## config.mk

```make
export PLATFORM = sky130hd
export DESIGN_NAME = rfes_fifo
export DESIGN_NICKNAME = d
export VERILOG_FILES = /design/src/rtl/rfes_pkg.sv /design/src/rtl/rfes_fifo.sv
export SDC_FILE = /design/constraint.sdc
export NUM_CORES = 1
export LEC_CHECK = 0
export ABC_AREA = 1
export BUFFER_PORTS_ARGS = -buffer_cell sky130_fd_sc_hd__buf_2
export CAP_MARGIN = 30
export CORE_ASPECT_RATIO = 1.2
export CORE_MARGIN = 10
export CORE_UTILIZATION = 57
export DETAILED_ROUTE_END_ITERATION = 7
export PLACE_DENSITY = 0.87
export SLEW_MARGIN = 15
export SYNTH_ARGS = -nofsm -noshare
export SYNTH_HDL_FRONTEND = slang
export SYNTH_SLANG_ARGS = --single-unit
```

## constraint.sdc

```tcl
create_clock -name clk -period 2.9 [get_ports clk]
set_input_delay 0.29 -clock clk [delete_from_list [all_inputs] [get_ports clk]]
set_output_delay 0.29 -clock clk [all_outputs]
set_load 0.01 [all_outputs]
```

## src/rtl/rfes_pkg.sv

```systemverilog
// shared types, constants and codes of the reaction free-energy summer
package rfes_pkg;

  localparam int NUM_MOLECULES_DEF = 1024;

  localparam int IDX_W    = 10;
  localparam int ENERGY_W = 32;
  localparam int COEF_W   = 16;
  localparam int PROD_W   = ENERGY_W + COEF_W;
  localparam int SUM_W    = 54;
  localparam int STATUS_W = 3;
  localparam int MEM_W    = ENERGY_W + 1;
  localparam int CFG_IDX_W  = 1;
  localparam int CFG_DATA_W = 1;

  localparam int RES_FIFO_DEPTH = 4;

  localparam logic signed [SUM_W-1:0] SUM_MAX = {1'b0, {(SUM_W-1){1'b1}}};
  localparam logic signed [SUM_W-1:0] SUM_MIN = {1'b1, {(SUM_W-1){1'b0}}};

  localparam logic CMD_LOAD = 1'b0;
  localparam logic CMD_TERM = 1'b1;

  localparam logic [CFG_IDX_W-1:0] REG_COMPUTE_FROM_FORMATION = 1'd0;
  localparam logic [CFG_IDX_W-1:0] REG_READ_IN_OVERRIDES      = 1'd1;

  typedef enum logic [STATUS_W-1:0] {
    ST_COMPUTED  = 3'd0,
    ST_READ_IN   = 3'd1,
    ST_MISSING   = 3'd2,
    ST_NOT_COMP  = 3'd3,
    ST_SKIPPED   = 3'd4
  } status_t;

  typedef struct packed {
    logic valid;
    logic term_valid;
    logic in_range;
    logic last;
    logic given;
  } stage1_t;

  typedef struct packed {
    logic valid;
    logic hit;
    logic miss;
    logic last;
    logic given;
  } stage2_t;

  typedef struct packed {
    logic signed [SUM_W-1:0] energy;
    status_t                 status;
  } result_t;

endpackage

```

## src/rtl/rfes_fifo.sv

```systemverilog
// small result queue between the accumulator and the output channel
module rfes_fifo import rfes_pkg::*; #(
  parameter int DEPTH = RES_FIFO_DEPTH
) (
  input  logic    clk,
  input  logic    rst,
  input  logic    push,
  input  result_t push_data,
  input  logic    pop,
  output logic    not_empty,
  output result_t head
);

  localparam int PTR_W = (DEPTH > 1) ? $clog2(DEPTH) : 1;
  localparam int CNT_W = $clog2(DEPTH + 1);

  result_t            entries [DEPTH];
  logic [PTR_W-1:0]   wr_ptr;
  logic [PTR_W-1:0]   rd_ptr;
  logic [CNT_W-1:0]   count;

  assign not_empty = (count != '0);
  assign head      = entries[rd_ptr];

  always_ff @(posedge clk) begin
    if (rst) begin
      wr_ptr <= '0;
      rd_ptr <= '0;
      count  <= '0;
    end else begin
      if (push) begin
        wr_ptr <= (wr_ptr == PTR_W'(DEPTH - 1)) ? '0 : wr_ptr + 1'b1;
      end
      if (pop) begin
        rd_ptr <= (rd_ptr == PTR_W'(DEPTH - 1)) ? '0 : rd_ptr + 1'b1;
      end
      count <= count + CNT_W'(push) - CNT_W'(pop);
    end
    if (push) begin
      entries[wr_ptr] <= push_data;
    end
  end

endmodule
```

==> results_dict.tcl <==
set metrics [dict create \
    vias 5677 \
    drive_gt1_share_pct 19.7 \
    worst_clock_skew_ps 7.35 \
    cp_max_fo 61 \
    cp.arrival_ps 2110 \
    netlist_instances 723 \
    clk-insertion-delay-late_ps 480 \
    tns_ps 0 \
    status "finished clean" \
    ys.warnings.count 0 \
    stdcell_count 1070 \
    path_clk_slew_ps 60 \
    peakVddDrop_uv 574 \
    drv_cap 0 \
    clockRootBuffer "clkbuf_16" \
    clock-sinks 237 \
    placement.setup.worst_slack_ps 1010 \
    final_common_cell "edfxtp_1" \
    antenna_found_initial 2 \
    path_cells "buf_4 -> a21oi_1 -> o21ai_0 -> nand2_1 -> buf_2" \
    switching_share_pct 23.1 \
    p_seq_share_pct 53.7 \
    slew_viol_final 0 \
    post-route-period-util_pct 82.9 \
    hold_viol 0 \
    intPower_uw 5720 \
    place_inst 1027 \
    wl_per_cell_um 17.5 \
    postRouteAntennaNets 0 \
    critical_path_class "reg2out" \
    io_pins 119 \
    portBuffers 118 \
    crit_family "flip-flops" \
    cp-end-kind "output port" \
    switchingPower_uw 1720 \
    setup_viol 0 \
    drtIter0Drc 517 \
    rsz0062_at_grt "false" \
    viasPerCell 5.31 \
    first_pass_iters 5 \
    synth_seq_cells 237 \
    final_nets 912 \
    synth.net_count 792 \
    place_hpwl_mm 12.0 \
    grt_first_pass_wirelength_mm 29.0 \
    syn_area_um2 9410 \
    syn_avg_cell_area_um2 13.0 \
    worstMarginPinSlew_ps 759 \
    cts_buffer_depth 3 \
    start_util_pct 58.1 \
    ys_seq_area_share_pct 74.6 \
    routed_wl_mm 18.7 \
    grt_overflow 0 \
    grt_max_degree 101 \
    fp.dieH_um 161 \
    whs_ps 16.7 \
    max_freq_ghz 0.416 \
    grt_usage_pct 16.5 \
    crit_required_ps 2610 \
    syn_to_final_growth_pct 15.7 \
    setup_ws_ps 497 \
    die_x_um 137 \
    pwr-share-clk_pct 36.2 \
    p_per_area_nw_per_um2 683 \
    fin_crit_ps 2400 \
    first_global_vias 5713 \
    slew_headroom_pct 49.3 \
    ys_top_cells_by_area "edfxtp_1, inv_1, nand2_1, o211ai_1, a21oi_1" \
    post-cts-setup-buffers 0 \
    yosys.area.top_type "edfxtp_1" \
    cts_tree "done" \
    start_kind "register" \
    core.rowCount 51 \
    critPathMaxStageDelay_ps 770 \
    final_core_util_pct 67.2 \
    p_comb_share_pct 10.1 \
    power.leakage_uw 0.00431 \
    yosysUniqueCellTypes 16 \
    drc 0 \
    cts_made_buffers 22 \
    h-tree-depth 1 \
    dieArea_um2 22100 \
    crit_buf_inv 2 \
    design.core.area_um2 16200 \
    hold_class "in2reg" \
    synth_top_area_share_pct 72.7 \
    gp_congestion 0.760 \
    final_cell_mix "edfxtp_1, inv_1, nand2_1, buf_2, a21oi_1" \
    cp_slowest_cell "dfxtp_4" \
]
==> metrics by stage <==
| stage | area (µm²) | power [µW] |
|---|---|---|
| final | 10900 | 7440 |
| after global routing | 10900 | 7720 |
| after CTS | 10900 | 7500 |
| after detailed placement | 10200 | 4820 |
| after global placement | 10200 | 4790 |
| after floorplan | 9410 | 4500 |
==> worst register-to-register path, cell delays in order (launching register included) <==
cell,delay (ps)
dfxtp_1,390
ha_1,210
nand2_1,70
inv_2,550
buf_12,310
==> what timing repair did <==
action                                 in CTS  in global routing
hold buffers                                4                  0
resized for setup                           0                  0
endpoints found under the hold margin      12                  0
==> metal layers <==
layer  track usage (%)  routed length (µm)  up-vias
li1                  -                   -     2732
met1              18.8                7170     2752
met2              30.0               10000      160
met3              3.50                1170       33
met4              4.56                 336        0
met5                 0                   0        -
==> path summary, 6_finish.rpt <==
path	depth (start not counted)	from	slack, ps	to
max	5	register	500	head[56]
max reg2reg	4	wr_ptr[0]$_SDFFE_PP0P_	1040	entries[3][46]$_DFFE_PP_
min reg2reg	2	wr_ptr[0]$_SDFFE_PP0P_	540	wr_ptr[0]$_SDFFE_PP0P_
min	1	push_data[14]	20	entries[2][14]$_DFFE_PP_
==> power groups by stage <==
stage,logic (µW),clock network [µW],registers [µW]
after detailed placement,750,0,4070
final,748,2700,3990
after CTS,761,2750,4000
after floorplan,468,0,4030
after global routing,830,2870,4010
after global placement,725,0,4060
==> synthesized netlist by cell type, drive strengths merged <==
library cell  count
edfxtp          228
inv             129
nand2           123
a21oi            60
o21ai            60
o211ai           57
buf              38
dfxtp             9
nor2              9
ha                7
nand3             2
fa                1
==> flip-flops by register name (all words and copies together), names as in the netlist, named ones only <==
signal	count
count	3
wr_ptr	2
entries	228
rd_ptr	2
==> cell type report <==
type	instances	area [µm²]
Multi-Input combinational cell	319	1650
Sequential cell	237	7030
Antenna cell	1	2.50
Tap cell	212	265
Clock buffer	25	583
Timing Repair Buffer	134	783
Clock inverter	13	98.8
Fill cell	1130	5310
Inverter	129	484
==> cell families after synthesis <==
kind of cell | synth area share (%)
AO/OA/AOI/OAI | 11.0
AND/OR/NAND/NOR | 5.37
adder cells (fa/ha/maj) | 1.14
flip-flops | 74.6
buffers and inverters | 7.88
Note: power is estimated with default switching activity, not from simulation.
