File: src/rtl/rfes_pkg.sv
// shared types, constants and codes of the reaction free-energy summer
package rfes_pkg;

  localparam int NUM_MOLECULES_DEF = 1024;

  localparam int IDX_W    = 10;
  localparam int ENERGY_W = 32;
  localparam int COEF_W   = 16;
  localparam int PROD_W   = ENERGY_W + COEF_W;
  localparam int SUM_W    = 54;
  localparam int STATUS_W = 3;
  localparam int MEM_W    = ENERGY_W + 1;
  localparam int CFG_IDX_W  = 1;
  localparam int CFG_DATA_W = 1;

  localparam int RES_FIFO_DEPTH = 4;

  localparam logic signed [SUM_W-1:0] SUM_MAX = {1'b0, {(SUM_W-1){1'b1}}};
  localparam logic signed [SUM_W-1:0] SUM_MIN = {1'b1, {(SUM_W-1){1'b0}}};

  localparam logic CMD_LOAD = 1'b0;
  localparam logic CMD_TERM = 1'b1;

  localparam logic [CFG_IDX_W-1:0] REG_COMPUTE_FROM_FORMATION = 1'd0;
  localparam logic [CFG_IDX_W-1:0] REG_READ_IN_OVERRIDES      = 1'd1;

  typedef enum logic [STATUS_W-1:0] {
    ST_COMPUTED  = 3'd0,
    ST_READ_IN   = 3'd1,
    ST_MISSING   = 3'd2,
    ST_NOT_COMP  = 3'd3,
    ST_SKIPPED   = 3'd4
  } status_t;

  typedef struct packed {
    logic valid;
    logic term_valid;
    logic in_range;
    logic last;
    logic given;
  } stage1_t;

  typedef struct packed {
    logic valid;
    logic hit;
    logic miss;
    logic last;
    logic given;
  } stage2_t;

  typedef struct packed {
    logic signed [SUM_W-1:0] energy;
    status_t                 status;
  } result_t;

endpackage

File: src/rtl/rfes_acc.sv
// saturating accumulator and per-reaction status decision
module rfes_acc import rfes_pkg::*; (
  input  logic                     clk,
  input  logic                     rst,
  input  stage2_t                  s2,
  input  logic signed [PROD_W-1:0] s2_prod,
  input  logic                     compute_from_formation,
  input  logic                     read_in_overrides,
  output logic                     push,
  output result_t                  res
);

  logic signed [SUM_W-1:0] running_sum;
  logic                    term_missing;
  logic                    failed_sticky;

  logic signed [SUM_W:0]   addend;
  logic signed [SUM_W:0]   sum_wide;
  logic signed [SUM_W-1:0] sum_sat;
  logic                    missing_next;
  logic                    fail_now;

  assign addend   = s2.hit ? (SUM_W+1)'(s2_prod) : '0;
  assign sum_wide = {running_sum[SUM_W-1], running_sum} + addend;

  always_comb begin
    if (sum_wide[SUM_W] != sum_wide[SUM_W-1]) begin
      sum_sat = sum_wide[SUM_W] ? SUM_MIN : SUM_MAX;
    end else begin
      sum_sat = sum_wide[SUM_W-1:0];
    end
  end

  assign missing_next = term_missing | s2.miss;

  always_comb begin
    res.energy = '0;
    fail_now   = 1'b0;
    if (failed_sticky) begin
      res.status = ST_SKIPPED;
    end else if (!compute_from_formation) begin
      if (s2.given) begin
        res.status = ST_READ_IN;
      end else begin
        res.status = ST_MISSING;
        fail_now   = 1'b1;
      end
    end else if (read_in_overrides && s2.given) begin
      res.status = ST_READ_IN;
    end else if (missing_next) begin
      res.status = ST_NOT_COMP;
      fail_now   = 1'b1;
    end else begin
      res.status = ST_COMPUTED;
      res.energy = sum_sat;
    end
  end

  assign push = s2.valid & s2.last;

  always_ff @(posedge clk) begin
    if (rst) begin
      running_sum   <= '0;
      term_missing  <= 1'b0;
      failed_sticky <= 1'b0;
    end else if (s2.valid) begin
      if (s2.last) begin
        running_sum   <= '0;
        term_missing  <= 1'b0;
        failed_sticky <= failed_sticky | fail_now;
      end else begin
        running_sum  <= sum_sat;
        term_missing <= missing_next;
      end
    end
  end

endmodule

File: config.mk
export PLATFORM = sky130hd
export DESIGN_NAME = rfes_acc
export DESIGN_NICKNAME = d
export VERILOG_FILES = /design/src/rtl/rfes_pkg.sv /design/src/rtl/rfes_acc.sv
export SDC_FILE = /design/constraint.sdc
export NUM_CORES = 1
export LEC_CHECK = 0
export ABC_CLOCK_PERIOD_IN_PS = 18540
export BUFFER_PORTS_ARGS = -buffer_cell sky130_fd_sc_hd__buf_2
export CAP_MARGIN = 30
export CORE_MARGIN = 1
export CORE_UTILIZATION = 55
export DETAILED_ROUTE_END_ITERATION = 8
export PLACE_DENSITY = 0.79
export SLEW_MARGIN = 20
export SYNTH_ARGS = -nofsm -noshare
export SYNTH_HDL_FRONTEND = slang
export SYNTH_SLANG_ARGS = --single-unit
File: constraint.sdc
create_clock -name clk -period 18.54 [get_ports clk]
set_input_delay 4.635 -clock clk [delete_from_list [all_inputs] [get_ports clk]]
set_output_delay 4.635 -clock clk [all_outputs]
set_load 0.05 [all_outputs]
==> flow_summary_export.csv <==
group,metric,value,unit
run_status,status,"finished clean",
yosys,synth_nets,1019,
layout,nFillCells,1050,
layout,drive_above_1_share,16.4,%
timing,setup_viol_count_final,0,
timing,slew_violations,0,
routing,routed_wl,16900,um
cts,ctsHoldBuffers,0,
critical_path,startpoint,"s2[3]",
yosys,synth_area,6230,um2
critical_path,timing.rr.end,"running_sum[38]",
global_route,grt_max_degree,49,
critical_path,path_max_fanout,48,
yosys,synth-simple-area-share,26.6,%
yosys,async_flop_share,0,%
layout,mostFrequentLayoutCells,"nand2_1 (115), buf_2 (114), a21oi_1 (103), nor2_1 (102), dfxtp_1 (56)",
yosys,synth_xor_area_share,6.61,%
critical_path,critPathKind,"in -> out",
critical_path,end_kind,"output pin",
yosys,syn_inst,907,
timing,fin_crit,14.57,ns
cts,ctsLongestPathBuffers,2,
routing,dr_total_vias,6544,
routing,routedWlPerCell,15.1,um
cts,cts_resized,0,
critical_path,critical_path_arrival,9.93,ns
layout,antenna_cells,0,
floorplan,core,10900,um2
yosys,yosysWarnings,0,
timing,period_share,78.6,%
timing,fin_skew,0.00782,ns
cts,clk_latency,0.30,ns
critical_path,r2r_setup_slack,13.49,ns
global_route,grt_pass1_vias,5928,
cts,cts_tree,"yes",
floorplan,die_w,108,um
yosys,ys_seq_area_share,18.0,%
yosys,ys_ff_latch,56,
floorplan,ioPinCount,115,
routing,drt-pass1-iter-count,5,
run,drv_cap,0,
critical_path,r2r-start,"running_sum[0]",
cts,clock-root-buffer,"clkbuf_16",
timing,rsz0062_at_grt,"false",
cts,htreeDepth,2,
yosys,synth-main-ff-cell,"dfxtp_1",
routing,ant_nets,0,
critical_path,crit_path_start_kind,"primary input",
layout,final_nets,1087,
yosys,synth-adder-area-share,11.2,%
cts,cts_setup_buffers,0,
yosys,synth_compound_area_share,30.9,%
cts,clk_pin_slew,0.08,ns
timing,tightest_slew,0.922,ns
power,fin_total_pwr,0.347,mW
critical_path,critPathRequiredTime,13.91,ns
floorplan,fp-row-count,38,
power,leakage,3.05,nW
worst_hold_path,hp-class,"reg -> reg",
yosys,syn_area_per_cell,6.87,um2
yosys,yosys.area.top_type,"dfxtp_1",
cts,numClockSinks,56,
global_route,grt_usage,29.4,%
yosys,synth_area_leaders,"dfxtp_1 (18%), ha_1 (11%), a21oi_1 (8.3%)",
critical_path,r2r_cells,14,
layout,final_common_cell,"nand2_1",
timing,relSlewSlack,38.4,%
routing,drc_errors,0,
layout,area_delta_synth_final,10.9,%
global_route,overflow,0,
global_route,antenna_found_initial,0,
yosys,synth_top_family_by_area,"compound AO/OA/AOI/OAI gates",
place,dp_hpwl,13100,um
global_route,grt_pass1_wl,28000,um
power,powerDensity,50.2,nW/um2
routing,drt-initial-drc-count,471,
floorplan,initial_utilization,57.0,%
cts,cts_inserted_buffers,5,
critical_path,cp-endpoint,"res[32]",
timing,fmax,68.6,MHz
yosys,synth_edf_count,0,
timing,setup_tns,0,ns
yosys,yosysTopAreaCellShare,18.0,%
yosys,muxShareOfSynthArea,0.502,%
place,gp_congestion,0.945,
floorplan,die-area,11800,um2
power,peakVddDrop,34.1,uV
routing,via_per_inst,5.86,
timing,hold_violations,0,
yosys,ys_types,59,
place,port_buffers,114,
floorplan,die_h,108,um
-- synthesized netlist by cell type, types with 3 or more instances --
| cell type | instances |
|---|---|
| ha_1 | 54 |
| buf_2 | 14 |
| a211oi_1 | 6 |
| a21oi_1 | 103 |
| a21o_1 | 11 |
| clkbuf_1 | 30 |
| and2_1 | 52 |
| inv_1 | 23 |
| nor2_1 | 103 |
| a21oi_2 | 23 |
| o21ai_1 | 44 |
| nor3_1 | 13 |
| or3_1 | 4 |
| dfxtp_1 | 56 |
| buf_6 | 6 |
| nand4_1 | 22 |
| a21boi_0 | 3 |
| o21a_1 | 6 |
| a221oi_1 | 3 |
| buf_4 | 6 |
| o21ai_0 | 47 |
| o31ai_1 | 4 |
| o211ai_1 | 10 |
| a31oi_1 | 9 |
| nor2b_1 | 10 |
| nand2_1 | 115 |
| nand2b_1 | 14 |
| xor2_1 | 18 |
| o21bai_1 | 17 |
| o22ai_1 | 3 |
| nand3_1 | 11 |
| or2_2 | 3 |
| xnor2_1 | 29 |
-- logic make-up after synthesis --
kind of cell	Yosys count
adder cells (fa/ha/maj)	55
XOR/XNOR	47
multiplexers	3
buffers and inverters	81
AND/OR/NAND/NOR	355
flip-flops	56
AO/OA/AOI/OAI	310
-- flip-flops by register name, indices dropped and copies added (netlist names) --
name	flops
failed_sticky	1
running_sum	54
term_missing	1
-- power breakdown --
| group | total [mW] | internal [mW] | switching, mW |
|---|---|---|---|
| Sequential | 0.128 | 0.125 | 0.00288 |
| Combinational | 0.118 | 0.0411 | 0.0774 |
| Clock | 0.101 | 0.0513 | 0.0495 |
-- per-layer routing --
metal | up-vias | wire length (um) | track usage, %
met2 | 217 | 7670 | 48.4
li1 | 3340 | - | -
met3 | 22 | 981 | 3.56
met1 | 2965 | 7980 | 40.6
met4 | 0 | 242 | 6.85
met5 | - | 0 | 0
-- area by class of cell --
class | instances | area [um2] | share of cell area (%)
clock inverter | 3 | 25.0 | 0.362
inverter | 23 | 86.3 | 1.25
multi-input combinational | 770 | 4740 | 68.7
timing repair buffer | 119 | 628 | 9.10
sequential | 56 | 1120 | 16.2
tap | 140 | 175 | 2.54
clock buffer | 5 | 125 | 1.81
-- critical path, cell delays in order --
cell and delay [ns]:
buf_2 0.53, and2_1 0.24, ha_1 0.19, inv_1 0.06
fa_1 0.37, nand2b_1 0.19, a21oi_1 0.25, o21ai_1 0.18
a2111oi_0 0.63, o31ai_1 0.24, nand2_1 0.11, and2b_1 0.25
a21oi_4 0.58, buf_4 0.50, nand2b_1 0.39, nor2_1 0.26
buf_2 0.30
-- stage by stage --
step / worst slack (ns) / utilization, % / std cells / hold slack [ns] / instance area (um2)
floorplan: 5.37 / - / 907 / 0.431 / 6230
global placement: 4.20 / 61.5 / 1107 / 0.441 / 6730
detailed placement: 4.10 / 61.8 / 1108 / 0.445 / 6760
CTS: 4.01 / 63.1 / 1116 / 0.456 / 6910
global route: 3.48 / 63.1 / 1116 / 0.469 / 6910
finish: 3.97 / 63.1 / 1116 / 0.455 / 6910
-- worst min-delay path by stage --
stage,startpoint,endpoint,slack (ns),depth (start not counted)
finish,running_sum[21],running_sum[21],0.46,2
global route,running_sum[10],running_sum[10],0.47,2
CTS,running_sum[34],running_sum[34],0.46,2
detailed placement,running_sum[21],running_sum[21],0.44,2
global placement,running_sum[33],running_sum[33],0.44,2
floorplan,running_sum[15],running_sum[15],0.43,2
Note: power is estimated with default switching activity, not from simulation.
