[src/rtl/rfes_ram.sv]
// generic single-write, single-read ram with registered read data
module rfes_ram #(
  parameter int WIDTH = 8,
  parameter int DEPTH = 16
) (
  input  logic                     clk,
  input  logic                     we,
  input  logic [$clog2(DEPTH)-1:0] waddr,
  input  logic [WIDTH-1:0]         wdata,
  input  logic [$clog2(DEPTH)-1:0] raddr,
  output logic [WIDTH-1:0]         rdata
);

  logic [WIDTH-1:0] mem [DEPTH];

  always_ff @(posedge clk) begin
    if (we) begin
      mem[waddr] <= wdata;
    end
    rdata <= mem[raddr];
  end

endmodule

[config.mk]
export PLATFORM = sky130hd
export DESIGN_NAME = rfes_ram
export DESIGN_NICKNAME = d
export VERILOG_FILES = /design/src/rtl/rfes_ram.sv
export SDC_FILE = /design/constraint.sdc
export NUM_CORES = 1
export LEC_CHECK = 0
export BUFFER_PORTS_ARGS = -buffer_cell sky130_fd_sc_hd__buf_4
export CAP_MARGIN = 20
export CORE_AREA = 2 2 110 112
export DETAILED_ROUTE_END_ITERATION = 10
export DIE_AREA = 0 0 112 114
export PLACE_DENSITY = 0.59
export SETUP_SLACK_MARGIN = 0.1
export SLEW_MARGIN = 20
export SYNTH_ARGS = -nofsm -noshare
export SYNTH_HDL_FRONTEND = slang
export SYNTH_SLANG_ARGS = --single-unit
[constraint.sdc]
create_clock -name clk -period 2.7 [get_ports clk]
set_input_delay 0.135 -clock clk [delete_from_list [all_inputs] [get_ports clk]]
set_output_delay 0.135 -clock clk [all_outputs]
set_load 0.01 [all_outputs]
==> results of run 1 <==
-- path summary, 6_finish.rpt --
check	startpoint	to	slack (ps)	cells past startpoint
setup reg to reg	mem[8][2]$_DFFE_PP_	rdata[2]$_DFF_P_	1330	3
hold reg to reg	mem[13][3]$_DFFE_PP_	rdata[3]$_DFF_P_	680	3
hold / removal	wdata[6]	mem[1][6]$_DFFE_PP_	30	1
setup / recovery	waddr[2]	mem[3][3]$_DFFE_PP_	1260	3
-- power by group through the flow --
stage / clock [mW] / combinational [mW] / sequential (mW)
finish: 2.54 / 0.228 / 2.38
global placement: 0 / 0.229 / 2.42
CTS: 2.56 / 0.232 / 2.38
floorplan: 0 / 0.120 / 2.42
global route: 2.65 / 0.249 / 2.38
detailed placement: 0 / 0.231 / 2.42
-- synth_stat cells (all sizes together) --
cell type | instances | share of area
or3b | 1 | 0.0017
edfxtp | 128 | 0.75
and2 | 1 | 0.0012
mux4 | 32 | 0.15
clkdlybuf4s25 | 3 | 0.0058
nand2 | 9 | 0.0066
nand3b | 2 | 0.0029
nor2b | 1 | 0.0012
a22oi | 16 | 0.023
dfxtp | 8 | 0.031
nand2b | 2 | 0.0024
and2b | 1 | 0.0015
buf | 7 | 0.011
nor3 | 4 | 0.0039
nor2 | 13 | 0.0095
nand3 | 1 | 0.00097
-- layout make-up --
| type | instances | area [um2] | area share |
|---|---|---|---|
| Multi-Input combinational cell | 83 | 1060 | 0.171 |
| Clock inverter | 15 | 231 | 0.0375 |
| Sequential cell | 136 | 4000 | 0.648 |
| Timing Repair Buffer | 37 | 278 | 0.0449 |
| Tap cell | 147 | 184 | 0.0298 |
| Clock buffer | 17 | 425 | 0.0688 |
-- per-layer routing --
metal / wire length, um / up-vias / global-route usage
met2: 5020 / 81 / 0.265
met1: 4290 / 1263 / 0.232
met3: 669 / 7 / 0.0505
met4: 133 / 0 / 0.0667
li1: - / 1065 / -
met5: 0 / - / 0
-- critical path: cells and delay by family --
kind	cells	cell delay, ps
simple gates	2	1210
buf+inv	1	120
-- registers in the layout (all words and copies together) (netlist names) --
name / cells
mem: 128
rdata: 8
-- through the flow --
| step | hold WS [ps] | std cells | utilization |
|---|---|---|---|
| final | 31.7 | 435 | 0.528 |
| after global routing | 33.7 | 435 | 0.528 |
| after CTS | 24.2 | 435 | 0.528 |
| after detailed placement | 452 | 403 | 0.472 |
| after global placement | 444 | 403 | 0.472 |
| after floorplan | 234 | 229 | - |
-- placed cells by master (no fill, tap or decap) --
cell type / netlist / layout
nand2b_1: 2 / 2
clkinv_2: 0 / 6
and2_1: 1 / 1
clkinv_4: 0 / 2
clkinv_1: 0 / 1
buf_4: 1 / 37
mux4_2: 18 / 18
dfxtp_1: 8 / 8
nand2_1: 9 / 9
and2b_1: 1 / 1
nand3_1: 1 / 1
or3b_2: 1 / 1
a22oi_1: 16 / 16
edfxtp_1: 128 / 128
clkbuf_16: 0 / 17
nand3b_1: 2 / 2
nor2_1: 13 / 13
nor3_1: 4 / 4
bufinv_16: 0 / 6
nor2b_1: 1 / 1
mux4_1: 14 / 14
-- kinds of logic (layout without fill, tap and decap cells) --
kind of cell    Yosys count  after routing  share of synthesized area
compound gates           16             16                     0.0233
buf+inv                  10             69                     0.0168
flops                   136            136                      0.778
mux                      32             32                      0.150
simple gates             35             35                     0.0318
==> run summary, run 1 <==
Fin. Hold Viols -> 0
Period utilization -> 0.534
Dpl cell area -> 5520 um2
Pin count of the biggest net entering global routing -> 33
Initial antenna violation count -> 0
Logic pwr share -> 0.044
Area Growth Syn to Fin -> 20.1%
Sw Pwr -> 0.962 mW
Maximum vdd drop -> 0.480 mV
Core Footprint -> 11,700 um2
Cell Rows -> 40
WP data arrival -> 1470 ps
Synthesis-stage register bit count -> 136
Sw Share -> 0.187
Post-layout instance area -> 6180 um2
Final nets -> 293
Setup ws final -> 1260 ps
I/O Buffers -> 25
Yosys Warn Count -> 0
CP Capture Type -> flip-flop
Post-Syn Nets -> 247
Gate Count Post-Synth -> 229
WL final -> 10,100 um
CP max FO -> 8
Clk sinks -> 136
TritonRoute pass-1 iters -> 4
Max-slew violations -> 0
Leak -> 2.11 nW
Via-to-Cell Ratio -> 5.55
Chip width -> 112 um
Filler Cell Count -> 947
Remaining Overflow, GRT -> 0
Syn_area_per_cell -> 22.5 um2
Total Routing Usage GR -> 0.171
Antenna-violating nets left -> 0
Fmax -> 0.694 GHz
H-Tree Depth -> 4
CTS tree -> yes
Path category of the worst min-delay check -> input port to flip-flop
Clock Path Buffers -> 2
Slowest cell on the critical path -> nor2_1
Post-synthesis sequential area ratio -> 0.778
First-pass GRT wire length -> 15,200 um
Die area -> 12,800 um2
CTS Buf Count -> 17
Largest stage delay on the critical path -> 700 ps
Post-route clock skew -> 5.54 ps
Final Setup Violations -> 0
Initial Util -> 0.440
Clk_lat worst skew -> 410 ps
Clock network power share -> 0.493
Via count -> 2,416
Number of DRC markers in iteration 0 -> 185
Resized Gates After CTS -> 0
Critical path launch point type -> input port
Mapped Area -> 5150 um2
Setup CP Type -> input port to flip-flop
DR WL/cell -> 23.2 um
# hold bufs at CTS -> 0
Share of cells above drive strength 1 -> 0.302
# IOs -> 26
Tot Pwr -> 5.14 mW
Final min period -> 1440 ps
Pre-CTS setup slack -> 809 ps
Clk root buf -> clkbuf_16
RSZ-0062 raised after global routing -> false
Setup TNS -> 0 ps
Worst slew pin tran -> 893 ps
Cell Int Power -> 4.18 mW
Post-CTS setup buffers -> 0
Worst path cell trace -> buf_4 > or3b_2 > nor2_1
Flop pwr share -> 0.462
Worst Path Required -> 2730 ps
Clk slew on worst S/H paths -> 60 ps
Status -> finished, final reports clean
Number of remaining DRC errors -> 0
Slew Limit Headroom -> 0.403
Netlist cell types -> 19
Ant diodes -> 0
Die height -> 114 um
Half-perimeter wire length after placement -> 6240 um
Maximum Capacitance Violations -> 0
Vias in the first global route -> 2,461
Pwr/cell area -> 832 nW/um2
Gpl congestion -> 0.734
Power figures use the tool's default switching activity.
==> run 2: changes to the inputs <==
--- a/config.mk
+++ b/config.mk
@@ -5,12 +5,13 @@
 export SDC_FILE = /design/constraint.sdc
 export NUM_CORES = 1
 export LEC_CHECK = 0
+export ABC_AREA = 1
 export BUFFER_PORTS_ARGS = -buffer_cell sky130_fd_sc_hd__buf_4
 export CAP_MARGIN = 20
-export CORE_AREA = 2 2 110 112
+export CORE_AREA = 2 2 117 119
 export DETAILED_ROUTE_END_ITERATION = 10
-export DIE_AREA = 0 0 112 114
-export PLACE_DENSITY = 0.59
+export DIE_AREA = 0 0 119 121
+export PLACE_DENSITY = 0.61
 export SETUP_SLACK_MARGIN = 0.1
 export SLEW_MARGIN = 20
 export SYNTH_ARGS = -nofsm -noshare
==> constraint.sdc (replaced) <==
create_clock -name clk -period 1.3 [get_ports clk]
set_input_delay 0.065 -clock clk [delete_from_list [all_inputs] [get_ports clk]]
set_output_delay 0.065 -clock clk [all_outputs]
set_load 0.01 [all_outputs]
==> run summary, run 2 <==
CTS tree -> yes
Critical path launch point type -> flip-flop
Clk_lat worst skew -> 420 ps
Worst Path Required -> 1610 ps
Synthesis-stage register bit count -> 136
Slowest cell on the critical path -> edfxtp_1
Pin count of the biggest net entering global routing -> 45
Pwr/cell area -> 1500 nW/um2
Max FFs per register -> 128
Setup CP Type -> flip-flop to flip-flop
Maximum Capacitance Violations -> 0
Post-CTS setup buffers -> 0
Vias in the first global route -> 3,867
Die height -> 121 um
Number of DRC markers in iteration 0 -> 315
Crit-path most repeated cell -> nand3_1
Uppermost layer routed -> met4
TritonRoute pass-1 iters -> 5
Final nets -> 618
Clock Path Buffers -> 2
WL final -> 13,000 um
Antenna-violating nets left -> 0
Via count -> 3,917
Final min period -> 1040 ps
Routed met1 length -> 5720 um
Synth top area share -> 0.667
Resized Gates After CTS -> 0
Most area-hungry cell type in the Yosys netlist -> edfxtp_1
Post-synthesis sequential area ratio -> 0.694
Path category of the worst min-delay check -> input port to flip-flop
Metal2 WL -> 6160 um
Fraction of registers with async set/reset -> 0
Final Setup Violations -> 0
Post-route clock skew -> 9.43 ps
Initial antenna violation count -> 0
Initial Util -> 0.441
Mapped Area -> 5770 um2
Die area -> 14,400 um2
Post-synth EDFFs -> 128
Cell family with most CP delay -> simple AND/OR/NAND/NOR gates
Top reg by flops -> mem
Top post-synthesis cells by count -> 173 x nand2_1, 128 x edfxtp_1, 100 x inv_1
Syn_area_per_cell -> 10.5 um2
Area Growth Syn to Fin -> 19.1%
Total Routing Usage GR -> 0.198
Chip width -> 119 um
Core Footprint -> 13,100 um2
DR WL/cell -> 16.5 um
RSZ-0062 raised after global routing -> false
Maximum vdd drop -> 1.09 mV
Worst slew pin tran -> 303 ps
Worst path cell trace -> inv_1 > nand2_1 > nand3_1 > nand3_1 > nand3_1 > nand2_1
Largest stage delay on the critical path -> 360 ps
Share of cells above drive strength 1 -> 0.134
Top-count cell post-synth -> nand2_1
Leak -> 2.99 nW
Commonest non-fill, non-tap cells in the layout -> 173 x nand2_1, 128 x edfxtp_1, 100 x inv_1, 97 x nand3_1, 48 x buf_4
Max-slew violations -> 0
CTS Buf Count -> 17
Netlist cell types -> 12
Clk slew on worst S/H paths -> 60 ps
Commonest non-fill, non-tap cell in the layout -> nand2_1
Via-to-Cell Ratio -> 4.96
CP Capture Type -> flip-flop
# IOs -> 26
Top Registers -> mem (128), rdata (8)
Top_reg_cell synth -> edfxtp_1
Ant diodes -> 0
Metal3 WL -> 831 um
CP max FO -> 1
Clk sinks -> 136
Clk root buf -> clkbuf_16
Worst hold margin -> 14.9 ps
First-pass GRT wire length -> 20,700 um
Setup TNS -> 0 ps
Post-Syn Nets -> 569
I/O Buffers -> 25
Gpl congestion -> 0.879
Half-perimeter wire length after placement -> 8080 um
Cell Rows -> 42
Number of remaining DRC errors -> 0
H-Tree Depth -> 4
Status -> finished, final reports clean
Worst path buffer plus inverter count -> 1
Top cells by area, synth -> edfxtp_1 67%, nand2_1 11%, nand3_1 8.4%
# hold bufs at CTS -> 3
Gate Count Post-Synth -> 551
Slew Limit Headroom -> 0.798
Yosys Warn Count -> 0
Remaining Overflow, GRT -> 0
Period utilization -> 0.796
Fin. Hold Viols -> 0
Fmax -> 0.966 GHz
WP data arrival -> 1350 ps
run 2: final timing paths:
kind | startpoint | endpoint | slack (ps) | cells after the start
worst min register to register | mem[13][2]$_DFFE_PP_ | rdata[2]$_DFF_P_ | 660 | 6
worst max register to register | mem[15][6]$_DFFE_PP_ | rdata[6]$_DFF_P_ | 260 | 6
worst min-delay path | wdata[0] | mem[6][0]$_DFFE_PP_ | 10 | 1
worst max-delay path | mem[15][6]$_DFFE_PP_ | rdata[6]$_DFF_P_ | 260 | 6
run 2: through the flow:
step | instance area (um2) | worst slack, ps | utilization | total power, mW | cells
CTS | 6870 | 254 | 0.525 | 10.4 | 789
floorplan | 5770 | 284 | - | 5.38 | 551
finish | 6870 | 265 | 0.525 | 10.3 | 789
global route | 6870 | 165 | 0.525 | 10.7 | 789
detailed placement | 6240 | 163 | 0.477 | 5.69 | 754
global placement | 6240 | 159 | 0.477 | 5.68 | 754
run 2: layer usage:
layer | track usage | vias to the layer above
met2 | 0.309 | 137
met3 | 0.0503 | 22
met5 | 0 | -
met1 | 0.261 | 1887
li1 | - | 1871
met4 | 0.0945 | 0
run 2: cells by family after synthesis:
logic type / Yosys count / synth area share
flip-flops: 136 / 0.694
AND/OR/NAND/NOR: 289 / 0.210
buffers and inverters: 126 / 0.0952
run 2: final cells by class:
class                           count  area [um2]
Fill cell                        1149        6220
Tap cell                          176         220
Multi-Input combinational cell    289        1210
Clock buffer                       25         505
Clock inverter                      7        90.1
Sequential cell                   136        4000
Inverter                          102         383
Timing Repair Buffer               54         450
run 2: worst reg2reg max path, stage by stage (launching register included):
cell,delay (ps)
edfxtp_1,360
inv_1,60
nand2_1,40
nand3_1,90
nand3_1,130
nand3_1,180
nand2_1,60
run 2: report_power, final:
| part | switching [mW] | leakage (nW) | total (mW) | internal, mW |
|---|---|---|---|---|
| sequential | 0.0335 | 1.22 | 4.94 | 4.90 |
| clock | 1.65 | 0.289 | 4.72 | 3.06 |
| combinational | 0.436 | 1.47 | 0.665 | 0.229 |
