<file path="src/rtl/rfes_pkg.sv">
// shared types, constants and codes of the reaction free-energy summer
package rfes_pkg;

  localparam int NUM_MOLECULES_DEF = 1024;

  localparam int IDX_W    = 10;
  localparam int ENERGY_W = 32;
  localparam int COEF_W   = 16;
  localparam int PROD_W   = ENERGY_W + COEF_W;
  localparam int SUM_W    = 54;
  localparam int STATUS_W = 3;
  localparam int MEM_W    = ENERGY_W + 1;
  localparam int CFG_IDX_W  = 1;
  localparam int CFG_DATA_W = 1;

  localparam int RES_FIFO_DEPTH = 4;

  localparam logic signed [SUM_W-1:0] SUM_MAX = {1'b0, {(SUM_W-1){1'b1}}};
  localparam logic signed [SUM_W-1:0] SUM_MIN = {1'b1, {(SUM_W-1){1'b0}}};

  localparam logic CMD_LOAD = 1'b0;
  localparam logic CMD_TERM = 1'b1;

  localparam logic [CFG_IDX_W-1:0] REG_COMPUTE_FROM_FORMATION = 1'd0;
  localparam logic [CFG_IDX_W-1:0] REG_READ_IN_OVERRIDES      = 1'd1;

  typedef enum logic [STATUS_W-1:0] {
    ST_COMPUTED  = 3'd0,
    ST_READ_IN   = 3'd1,
    ST_MISSING   = 3'd2,
    ST_NOT_COMP  = 3'd3,
    ST_SKIPPED   = 3'd4
  } status_t;

  typedef struct packed {
    logic valid;
    logic term_valid;
    logic in_range;
    logic last;
    logic given;
  } stage1_t;

  typedef struct packed {
    logic valid;
    logic hit;
    logic miss;
    logic last;
    logic given;
  } stage2_t;

  typedef struct packed {
    logic signed [SUM_W-1:0] energy;
    status_t                 status;
  } result_t;

endpackage

</file>
<file path="src/rtl/rfes_mul.sv">
// term multiply stage: coefficient times table energy, hit and miss flags
module rfes_mul import rfes_pkg::*; (
  input  logic                     clk,
  input  logic                     rst,
  input  stage1_t                  s1,
  input  logic signed [COEF_W-1:0] s1_coef,
  input  logic [MEM_W-1:0]         rdata,
  output stage2_t                  s2,
  output logic signed [PROD_W-1:0] s2_prod
);

  logic                       known;
  logic signed [ENERGY_W-1:0] tab_energy;
  logic                       hit;

  assign known      = rdata[MEM_W-1];
  assign tab_energy = $signed(rdata[ENERGY_W-1:0]);
  assign hit        = s1.term_valid & s1.in_range & known;

  always_ff @(posedge clk) begin
    if (rst) begin
      s2 <= '0;
    end else begin
      s2.valid <= s1.valid;
      s2.hit   <= hit;
      s2.miss  <= s1.term_valid & ~hit;
      s2.last  <= s1.last;
      s2.given <= s1.given;
    end
    s2_prod <= s1_coef * tab_energy;
  end

endmodule

</file>
<file path="config.mk">
export PLATFORM = sky130hd
export DESIGN_NAME = rfes_mul
export DESIGN_NICKNAME = d
export VERILOG_FILES = /design/src/rtl/rfes_pkg.sv /design/src/rtl/rfes_mul.sv
export SDC_FILE = /design/constraint.sdc
export NUM_CORES = 1
export LEC_CHECK = 0
export ABC_CLOCK_PERIOD_IN_PS = 16000
export BUFFER_PORTS_ARGS = -buffer_cell sky130_fd_sc_hd__buf_2
export CORE_ASPECT_RATIO = 1.1
export CORE_MARGIN = 4
export CORE_UTILIZATION = 36
export CTS_BUF_LIST = sky130_fd_sc_hd__clkbuf_4
export CTS_CLUSTER_DIAMETER = 80
export DETAILED_ROUTE_END_ITERATION = 6
export GPL_TIMING_DRIVEN = 0
export PLACE_DENSITY = 0.51
export SLEW_MARGIN = 0
export SYNTH_ARGS = -nofsm -noshare
export SYNTH_HDL_FRONTEND = slang
export SYNTH_SLANG_ARGS = --single-unit
</file>
<file path="constraint.sdc">
create_clock -name clk -period 16 [get_ports clk]
set_input_delay 3.2 -clock clk [delete_from_list [all_inputs] [get_ports clk]]
set_output_delay 3.2 -clock clk [all_outputs]
set_load 0.03 [all_outputs]
</file>
==> results.ini, run 1 <==
[global_routing]
grt_remaining_overflow=0
grt_max_degree=16
grt_usage=0.214
grt_pass1_wl_um=91400
grt_antenna_before_repair=5
grt_pass1_vias=15400

[cells_and_area]
stdcell_count=2888
drive_gt1_frac=0.0564
seqCellArea_um2=1060
nFillCells=5294
final_util=0.395
multi_input_area_um2=15500
syn_to_final_growth_pct=7.75
fin_nets=2870

[detailed_routing]
viasPerCell=4.79
wl_per_cell_um=20.0
drt-total-wl_um=57700
drc=0
drtIter0Drc=674
vias=13800
ant_nets=0
drt_pass1_iterations=5

[worst_setup_path]
start_kind=input pin
crit_type=input pin to flop
crit_arrival_ns=10.94
cp-end-kind=flop
crit_required_ns=16.41
cpMaxStageDelayCell=a21oi_1
critical_path.max_stage_delay_ns=0.68
crit_fanout=10
worst_path_most_repeated_cell=fa_1

[clocking]
htree_num_levels=2
numCtsBuffers=5
cts_root_buffer=clkbuf_4
clkSlewWorstSetupHoldPaths_ns=0.16
cts_resized=0
cts_tree=done
cts_buffer_depth=2
cts_sinks=53
cts_setup_buffers=0
cts_hold_buf=0

[floorplanning]
start_util=0.367
rows=87
ios=109
dieHeight_um=249
dieWidth_um=227
die_area_um2=56400
core-area_um2=51700

[worst_hold_path]
holdPathEnd=s2[2]
min_path_cells=2
hp-class=input pin to flop
holdCritStartpoint=s1[2]

[synth]
syn_avg_cell_area_um2=9.03
ys.flop_type=dfxtp_1
synth_edf_count=0
async_reset_ff_frac=0
yosysSeqAreaShare=0.0560
syn_area_um2=19000
yosysWarnings=0
synth.area.top_cells=fa_1 51%, inv_1 11%, ha_1 7.5%
yosys.area.top_type=fa_1
synth_top_area_frac=0.513
synth_cell_type_count=52
ys_ff_latch=53
syn_inst=2099
synth_fp_nets=2755

[place]
io_buffers=108
routabilityCongestion=0.909
dp.cells=2874
dp_hpwl_um=49700

[outcome]
status=completed

[timing]
fin_crit_sh=0.658
setup_viol=0
finalHoldViolCount=0
slew_violations=0
max_slew_margin=0.181
fin_tns_setup_ns=0
max_freq_mhz=95.0
rsz0062_at_grt=no
worstMarginPinSlew_ns=1.22
period_needed_ns=10.53

[run]
maxCapViolCount=0

-- per-stage QoR --
step	worst slack (ns)	area [um2]	hold slack (ns)
floorplan	7.09	19000	3.27
global placement	4.88	20300	3.39
detailed placement	4.86	20300	3.40
CTS	5.45	20400	2.79
global route	5.03	20400	2.82
finish	5.47	20400	2.85
-- sequential cells by signal, summed over array words and instances (netlist names) --
register	count
s2_prod	48
s2	5
-- Yosys cell counts (2+ instances only) --
| cell type | instances |
|---|---|
| inv_1 | 551 |
| fa_1 | 486 |
| nand2_1 | 308 |
| and2_1 | 204 |
| ha_1 | 114 |
| clkbuf_1 | 89 |
| dfxtp_1 | 53 |
| a21oi_1 | 47 |
| nor2_1 | 45 |
| xnor2_1 | 32 |
| a21o_1 | 29 |
| xor2_1 | 21 |
| o21ai_0 | 18 |
| nand3_1 | 10 |
| nand2b_1 | 9 |
| nand4_1 | 9 |
| nor3_1 | 7 |
| o21bai_1 | 7 |
| nor2b_1 | 6 |
| a211oi_1 | 5 |
| o211ai_1 | 5 |
| a31oi_1 | 4 |
| o21a_1 | 3 |
| o21ai_1 | 3 |
| o221ai_1 | 3 |
| or3_1 | 3 |
| a21boi_0 | 2 |
| o31a_1 | 2 |
-- cell families after synthesis --
| family | share of synthesized area |
|---|---|
| buf+inv | 0.127 |
| simple gates | 0.153 |
| fa+ha+maj | 0.589 |
| compound gates | 0.0512 |
| xor+xnor | 0.0245 |
| flops | 0.0560 |
-- worst max path at each step --
stage                           from           to  slack [ns]  cells past startpoint
after CTS                 s1_coef[7]  s2_prod[46]        5.45                     25
after global routing      s1_coef[7]  s2_prod[46]        5.03                     25
after floorplan            rdata[31]  s2_prod[44]        7.09                     24
final                     s1_coef[7]  s2_prod[46]        5.47                     25
after detailed placement  s1_coef[7]  s2_prod[46]        4.86                     25
after global placement    s1_coef[7]  s2_prod[46]        4.88                     25
-- cells in the final DEF, fill, tap and decap left out, types with 4 or more instances in the layout --
cell type,synthesis,final
ha_1,114,114
clkbuf_1,89,89
a31oi_1,4,4
nor2b_1,6,6
a211oi_1,5,5
xor2_1,21,21
xnor2_1,32,32
a21oi_1,47,47
clkbuf_4,0,6
and2_1,204,204
a21o_1,29,29
nand2_1,308,308
nand4_1,9,9
o21bai_1,7,7
o21ai_0,18,18
diode_2,0,6
fa_1,486,486
inv_1,551,551
dfxtp_1,53,53
nand2b_1,9,9
o211ai_1,5,5
nor3_1,7,7
buf_2,0,108
nor2_1,45,45
nand3_1,10,10
-- critical path: cells and delay by family --
family                   cells  cell delay, ns
AO/OA/AOI/OAI                6            2.32
AND/OR/NAND/NOR              4            0.88
buffers and inverters        8            1.25
adder cells (fa/ha/maj)      7            3.27
-- layer usage --
metal	vias up	wire length [um]	GRT usage	share of wire
met3	104	2640	0.0356	0.046
met1	7094	23400	0.272	0.41
li1	6286	-	-	-
met4	2	2820	0.0856	0.049
met2	352	28800	0.364	0.50
met5	-	7	0	0.00012
-- layout make-up --
type	instances	area share
timing repair buffer	108	0.0265
buffer	89	0.0164
tap	667	0.0409
clock buffer	6	0.00221
sequential	53	0.0519
antenna	6	0.000735
clock inverter	2	0.00165
inverter	552	0.101
multi-input combinational	1405	0.758
Power of run 1 is not shown: default switching activity piles up to over one toggle a cycle in this logic, so the estimate is an artifact.
==> run 2, diff against run 1 <==
--- a/config.mk
+++ b/config.mk
@@ -5,7 +5,7 @@
 export SDC_FILE = /design/constraint.sdc
 export NUM_CORES = 1
 export LEC_CHECK = 0
-export ABC_CLOCK_PERIOD_IN_PS = 16000
+export ABC_CLOCK_PERIOD_IN_PS = 9700
 export BUFFER_PORTS_ARGS = -buffer_cell sky130_fd_sc_hd__buf_2
 export CORE_ASPECT_RATIO = 1.1
 export CORE_MARGIN = 4
==> constraint.sdc (replaced) <==
create_clock -name clk -period 9.7 [get_ports clk]
set_input_delay 1.94 -clock clk [delete_from_list [all_inputs] [get_ports clk]]
set_output_delay 1.94 -clock clk [all_outputs]
set_load 0.03 [all_outputs]
==> results.ini, run 2 (synthesized netlist as in run 1, its figures left out) <==
[timing]
period_needed_ns=9.19
rsz0062_at_grt=no
fin_crit_sh=0.948
slew_violations=0  ; unchanged
worstMarginPinSlew_ns=1.25  ; +0.0276 ns
max_freq_mhz=109
max_slew_margin=0.162  ; -0.0186
finalHoldViolCount=0  ; unchanged
setup_ws_ns=0.508  ; -4.96 ns
fin_tns_setup_ns=0  ; unchanged
setup_viol=0  ; unchanged

[detailed_routing]
vias=13800  ; -0.043%
wl_per_cell_um=20.0  ; about the same
drt-total-wl_um=57700  ; about the same
drc=0  ; unchanged
drt_pass1_iterations=5  ; unchanged
ant_nets=0  ; unchanged
viasPerCell=4.79  ; about the same
drtIter0Drc=670  ; -0.59%

[place]
dpl_cell_area_um2=20300  ; unchanged
dp_hpwl_um=49700  ; unchanged
dpl_worst_slack_ns=-0.183  ; -5.04 ns
io_buffers=108  ; unchanged
routabilityCongestion=0.909  ; unchanged

[worst_hold_path]
min_path_cells=2  ; unchanged
holdPathEnd=s2[2]
hp-class=input pin to flop
holdCritStartpoint=s1[2]

[worst_setup_path]
cpMaxStageDelayCell=o221ai_1
cp-end-kind=flop
worst_path_most_repeated_cell=fa_1
cp_num_buf_inv=8  ; unchanged
crit_family=adder cells
crit_arrival_ns=9.64  ; -1.30 ns
crit_fanout=10  ; unchanged
crit_type=input pin to flop
crit_required_ns=10.15  ; -6.26 ns
start_kind=input pin
critical_path.max_stage_delay_ns=0.63  ; -0.05 ns

[floorplanning]
dieHeight_um=249  ; unchanged
die_area_um2=56400  ; unchanged
rows=87  ; unchanged
core-area_um2=51700  ; unchanged
ios=109  ; unchanged
start_util=0.367  ; unchanged
dieWidth_um=227  ; unchanged

[clocking]
cts_tree=done
cts_root_buffer=clkbuf_4
cts_sinks=53  ; unchanged
clkSlewWorstSetupHoldPaths_ns=0.16  ; about the same
cts_setup_buffers=0  ; unchanged
cts_hold_buf=0  ; unchanged
cts_buffer_depth=2  ; unchanged
htree_num_levels=2  ; unchanged
cts_resized=0  ; unchanged
numCtsBuffers=5  ; unchanged

[global_routing]
grt_antenna_before_repair=5  ; unchanged
grt_remaining_overflow=0  ; unchanged
grt_pass1_wl_um=91400  ; unchanged
grt_pass1_vias=15400  ; unchanged
grt_usage=0.214  ; unchanged
grt_max_degree=16  ; unchanged

[run]
maxCapViolCount=0  ; unchanged

[cells_and_area]
layout_common_cells=551 x inv_1, 486 x fa_1, 308 x nand2_1
final_common_cell=inv_1
syn_to_final_growth_pct=7.77  ; about the same
finalInstanceArea_um2=20400  ; about the same
largest_register_ffs=48  ; unchanged
nFillCells=5292  ; -0.038%
reg.largest.list=s2_prod (48), s2 (5)
regMostFlops=s2_prod
fin_nets=2870  ; unchanged
drive_gt1_frac=0.0569  ; +0.000451

[outcome]
status=completed

## run 2: changes by cell type in the layout (fill, tap and decap cells not counted)
cell	previous run	this run
a21oi_1	47	46
a21oi_2	0	1
## run 2: worst max-delay path by stage
stage / slack (ns) / from / endpoint / cells after the start
floorplan: 2.05 / rdata[31] / s2_prod[44] / 24
global placement: -0.16 / s1_coef[7] / s2_prod[46] / 25
detailed placement: -0.18 / s1_coef[7] / s2_prod[46] / 25
CTS: 0.41 / s1_coef[7] / s2_prod[46] / 25
global route: 0.02 / s1_coef[7] / s2_prod[44] / 25
finish: 0.51 / s1_coef[7] / s2_prod[44] / 25
## run 2: cell type report
class	instances	area, um2	area share
diodes	6	15.0	0.000735
multi-input cells	1405	15500	0.758
clock buffers	6	45.0	0.00220
well taps	667	835	0.0409
clock inverters	2	33.8	0.00165
inverters	552	2070	0.101
plain buffers	89	334	0.0164
repair buffers	108	541	0.0265
flip-flops and latches	53	1060	0.0519
## run 2: per-stage QoR
| step | std cells | hold WS (ns) | utilization |
|---|---|---|---|
| 6_report | 2888 | 1.59 | 0.395 |
| 3_5_place_dp | 2874 | 2.14 | 0.393 |
| 5_1_grt | 2884 | 1.56 | 0.395 |
| 3_3_place_gp | 2874 | 2.13 | 0.393 |
| 4_1_cts | 2882 | 1.53 | 0.395 |
| 2_1_floorplan | 2099 | 2.01 | - |
## run 2: layer usage
layer  track usage  routed length, um  share of wire  vias up
met1         0.272              23400           0.41     7086
li1              -                  -              -     6286
met2         0.364              28800           0.50      354
met4        0.0856               2820          0.049        2
met3        0.0356               2630          0.046      104
met5             0                  7        0.00012        -
Power of run 2 is left out for the same reason.
==> run 3, diff against run 2 <==
--- a/config.mk
+++ b/config.mk
@@ -7,14 +7,16 @@
 export LEC_CHECK = 0
 export ABC_CLOCK_PERIOD_IN_PS = 9700
 export BUFFER_PORTS_ARGS = -buffer_cell sky130_fd_sc_hd__buf_2
+export CELL_PAD_IN_SITES_DETAIL_PLACEMENT = 1
+export CELL_PAD_IN_SITES_GLOBAL_PLACEMENT = 2
 export CORE_ASPECT_RATIO = 1.1
 export CORE_MARGIN = 4
 export CORE_UTILIZATION = 36
 export CTS_BUF_LIST = sky130_fd_sc_hd__clkbuf_4
 export CTS_CLUSTER_DIAMETER = 80
 export DETAILED_ROUTE_END_ITERATION = 6
-export GPL_TIMING_DRIVEN = 0
-export PLACE_DENSITY = 0.51
+export PLACE_DENSITY = 0.74
+export SKIP_CTS_REPAIR_TIMING = 1
 export SLEW_MARGIN = 0
 export SYNTH_ARGS = -nofsm -noshare
 export SYNTH_HDL_FRONTEND = slang
==> results.ini, run 3 (synthesized netlist as in run 1, its figures left out) <==
[clocking]
cts_root_buffer=clkbuf_4
htree_num_levels=2  ; unchanged
cts_sinks=53  ; unchanged
cts_buffer_depth=2  ; unchanged
cts_tree=done
numCtsBuffers=5  ; unchanged
clkSlewWorstSetupHoldPaths_ns=0.21  ; +0.05 ns

[global_routing]
grt_remaining_overflow=0  ; unchanged
grt_max_degree=33  ; +17
grt_pass1_wl_um=89100  ; -2.6%
grt_pass1_vias=16200  ; +4.8%
grt_antenna_before_repair=2  ; -3
grt_usage=0.203  ; -0.0117

[run]
maxCapViolCount=0  ; unchanged

[worst_setup_path]
crit_type=input pin to flop
start_kind=input pin
crit_start=s1_coef[1]
cp-end-kind=flop
crit_fanout=32  ; +22
crit_arrival_ns=8.94  ; -0.70 ns
crit_required_ns=10.14  ; about the same

[worst_hold_path]
hp-class=input pin to flop
min_path_cells=2  ; unchanged
holdCritStartpoint=rdata[32]

[timing]
slew_violations=0  ; unchanged
fin_tns_setup_ns=0  ; unchanged
fin_crit_sh=0.875  ; -0.0722
finalHoldViolCount=0  ; unchanged
max_slew_margin=0.353  ; +0.191
worstMarginPinSlew_ns=0.960  ; -0.286 ns
whs_ns=1.62  ; +0.0339 ns
rsz0062_at_grt=no
period_needed_ns=8.49  ; -0.700 ns
setup_ws_ns=1.21  ; +0.700 ns
setup_viol=0  ; unchanged
max_freq_mhz=118  ; +8.2%

[floorplanning]
rows=87  ; unchanged
core-area_um2=51700  ; unchanged
dieHeight_um=249  ; unchanged
start_util=0.367  ; unchanged
die_area_um2=56400  ; unchanged
dieWidth_um=227  ; unchanged
ios=109  ; unchanged

[place]
dpl_worst_slack_ns=0.655  ; +0.839 ns
routabilityCongestion=0.830  ; -8.7%
dp_hpwl_um=45000  ; -9.4%
dpl_cell_area_um2=20100  ; -1.2%
io_buffers=108  ; unchanged

[detailed_routing]
ant_nets=0  ; unchanged
drtIter0Drc=449  ; -33%
vias=13600  ; -2.0%
viasPerCell=4.83  ; +0.80%
drt-total-wl_um=54400  ; -5.6%
wl_per_cell_um=19.4  ; -2.9%
drt_pass1_iterations=4  ; -1
drc=0  ; unchanged

[cells_and_area]
syn_to_final_growth_pct=6.27
seqCellArea_um2=1060  ; unchanged
regMostFlops=s2_prod
final_common_cell=inv_1
multi_input_area_um2=15500  ; about the same
finalInstanceArea_um2=20100  ; -1.4%
largest_register_ffs=48  ; unchanged
layout_common_cells=551 x inv_1, 486 x fa_1, 308 x nand2_1
reg.largest.list=s2_prod (48), s2 (5)
fin_nets=2792  ; -2.7%
drive_gt1_frac=0.0641  ; +0.00722
nFillCells=6027  ; +14%

[outcome]
status=completed

run 3: changes by cell type in the layout (fill, tap and decap cells not counted), sizes merged:
cell and delta:
clkinv +1, bufinv -1, buf +11, clkbuf -89, diode -2
run 3: metal layers:
metal	vias to the layer above	share of wire	track usage
met1	7185	0.43	0.264
met4	0	0.016	0.0384
met3	51	0.044	0.0311
li1	6110	-	-
met2	211	0.51	0.358
met5	-	0	0
run 3: cell type report:
type	count	share of cell area
multi-input cells	1405	0.769
well taps	667	0.0414
repair buffers	119	0.0309
inverters	552	0.103
flip-flops and latches	53	0.0527
clock buffers	6	0.00224
clock inverters	2	0.000497
diodes	4	0.000497
run 3: final timing paths:
path,endpoint,slack (ns)
worst max-delay path,s2_prod[44],1.21
worst min-delay path,s2[2],1.62
run 3: per-stage QoR:
stage / utilization / instances
3_3_place_gp: 0.388 / 2796
5_1_grt: 0.390 / 2807
6_report: 0.390 / 2808
3_5_place_dp: 0.388 / 2796
2_1_floorplan: - / 2099
4_1_cts: 0.389 / 2804
run 3: critical path: stages:
cell,delay (ns)
buf_2,0.68
nand2_1,0.18
fa_1,0.54
fa_1,0.51
fa_1,0.51
inv_1,0.06
fa_1,0.49
fa_1,0.49
inv_1,0.05
fa_1,0.47
inv_1,0.04
ha_1,0.35
a21oi_1,0.21
o21ai_0,0.17
a211oi_1,0.23
a32o_1,0.28
o211ai_1,0.10
a21oi_1,0.64
o221ai_1,0.40
a311o_1,0.43
xor2_1,0.14
Power of run 3 is left out for the same reason.
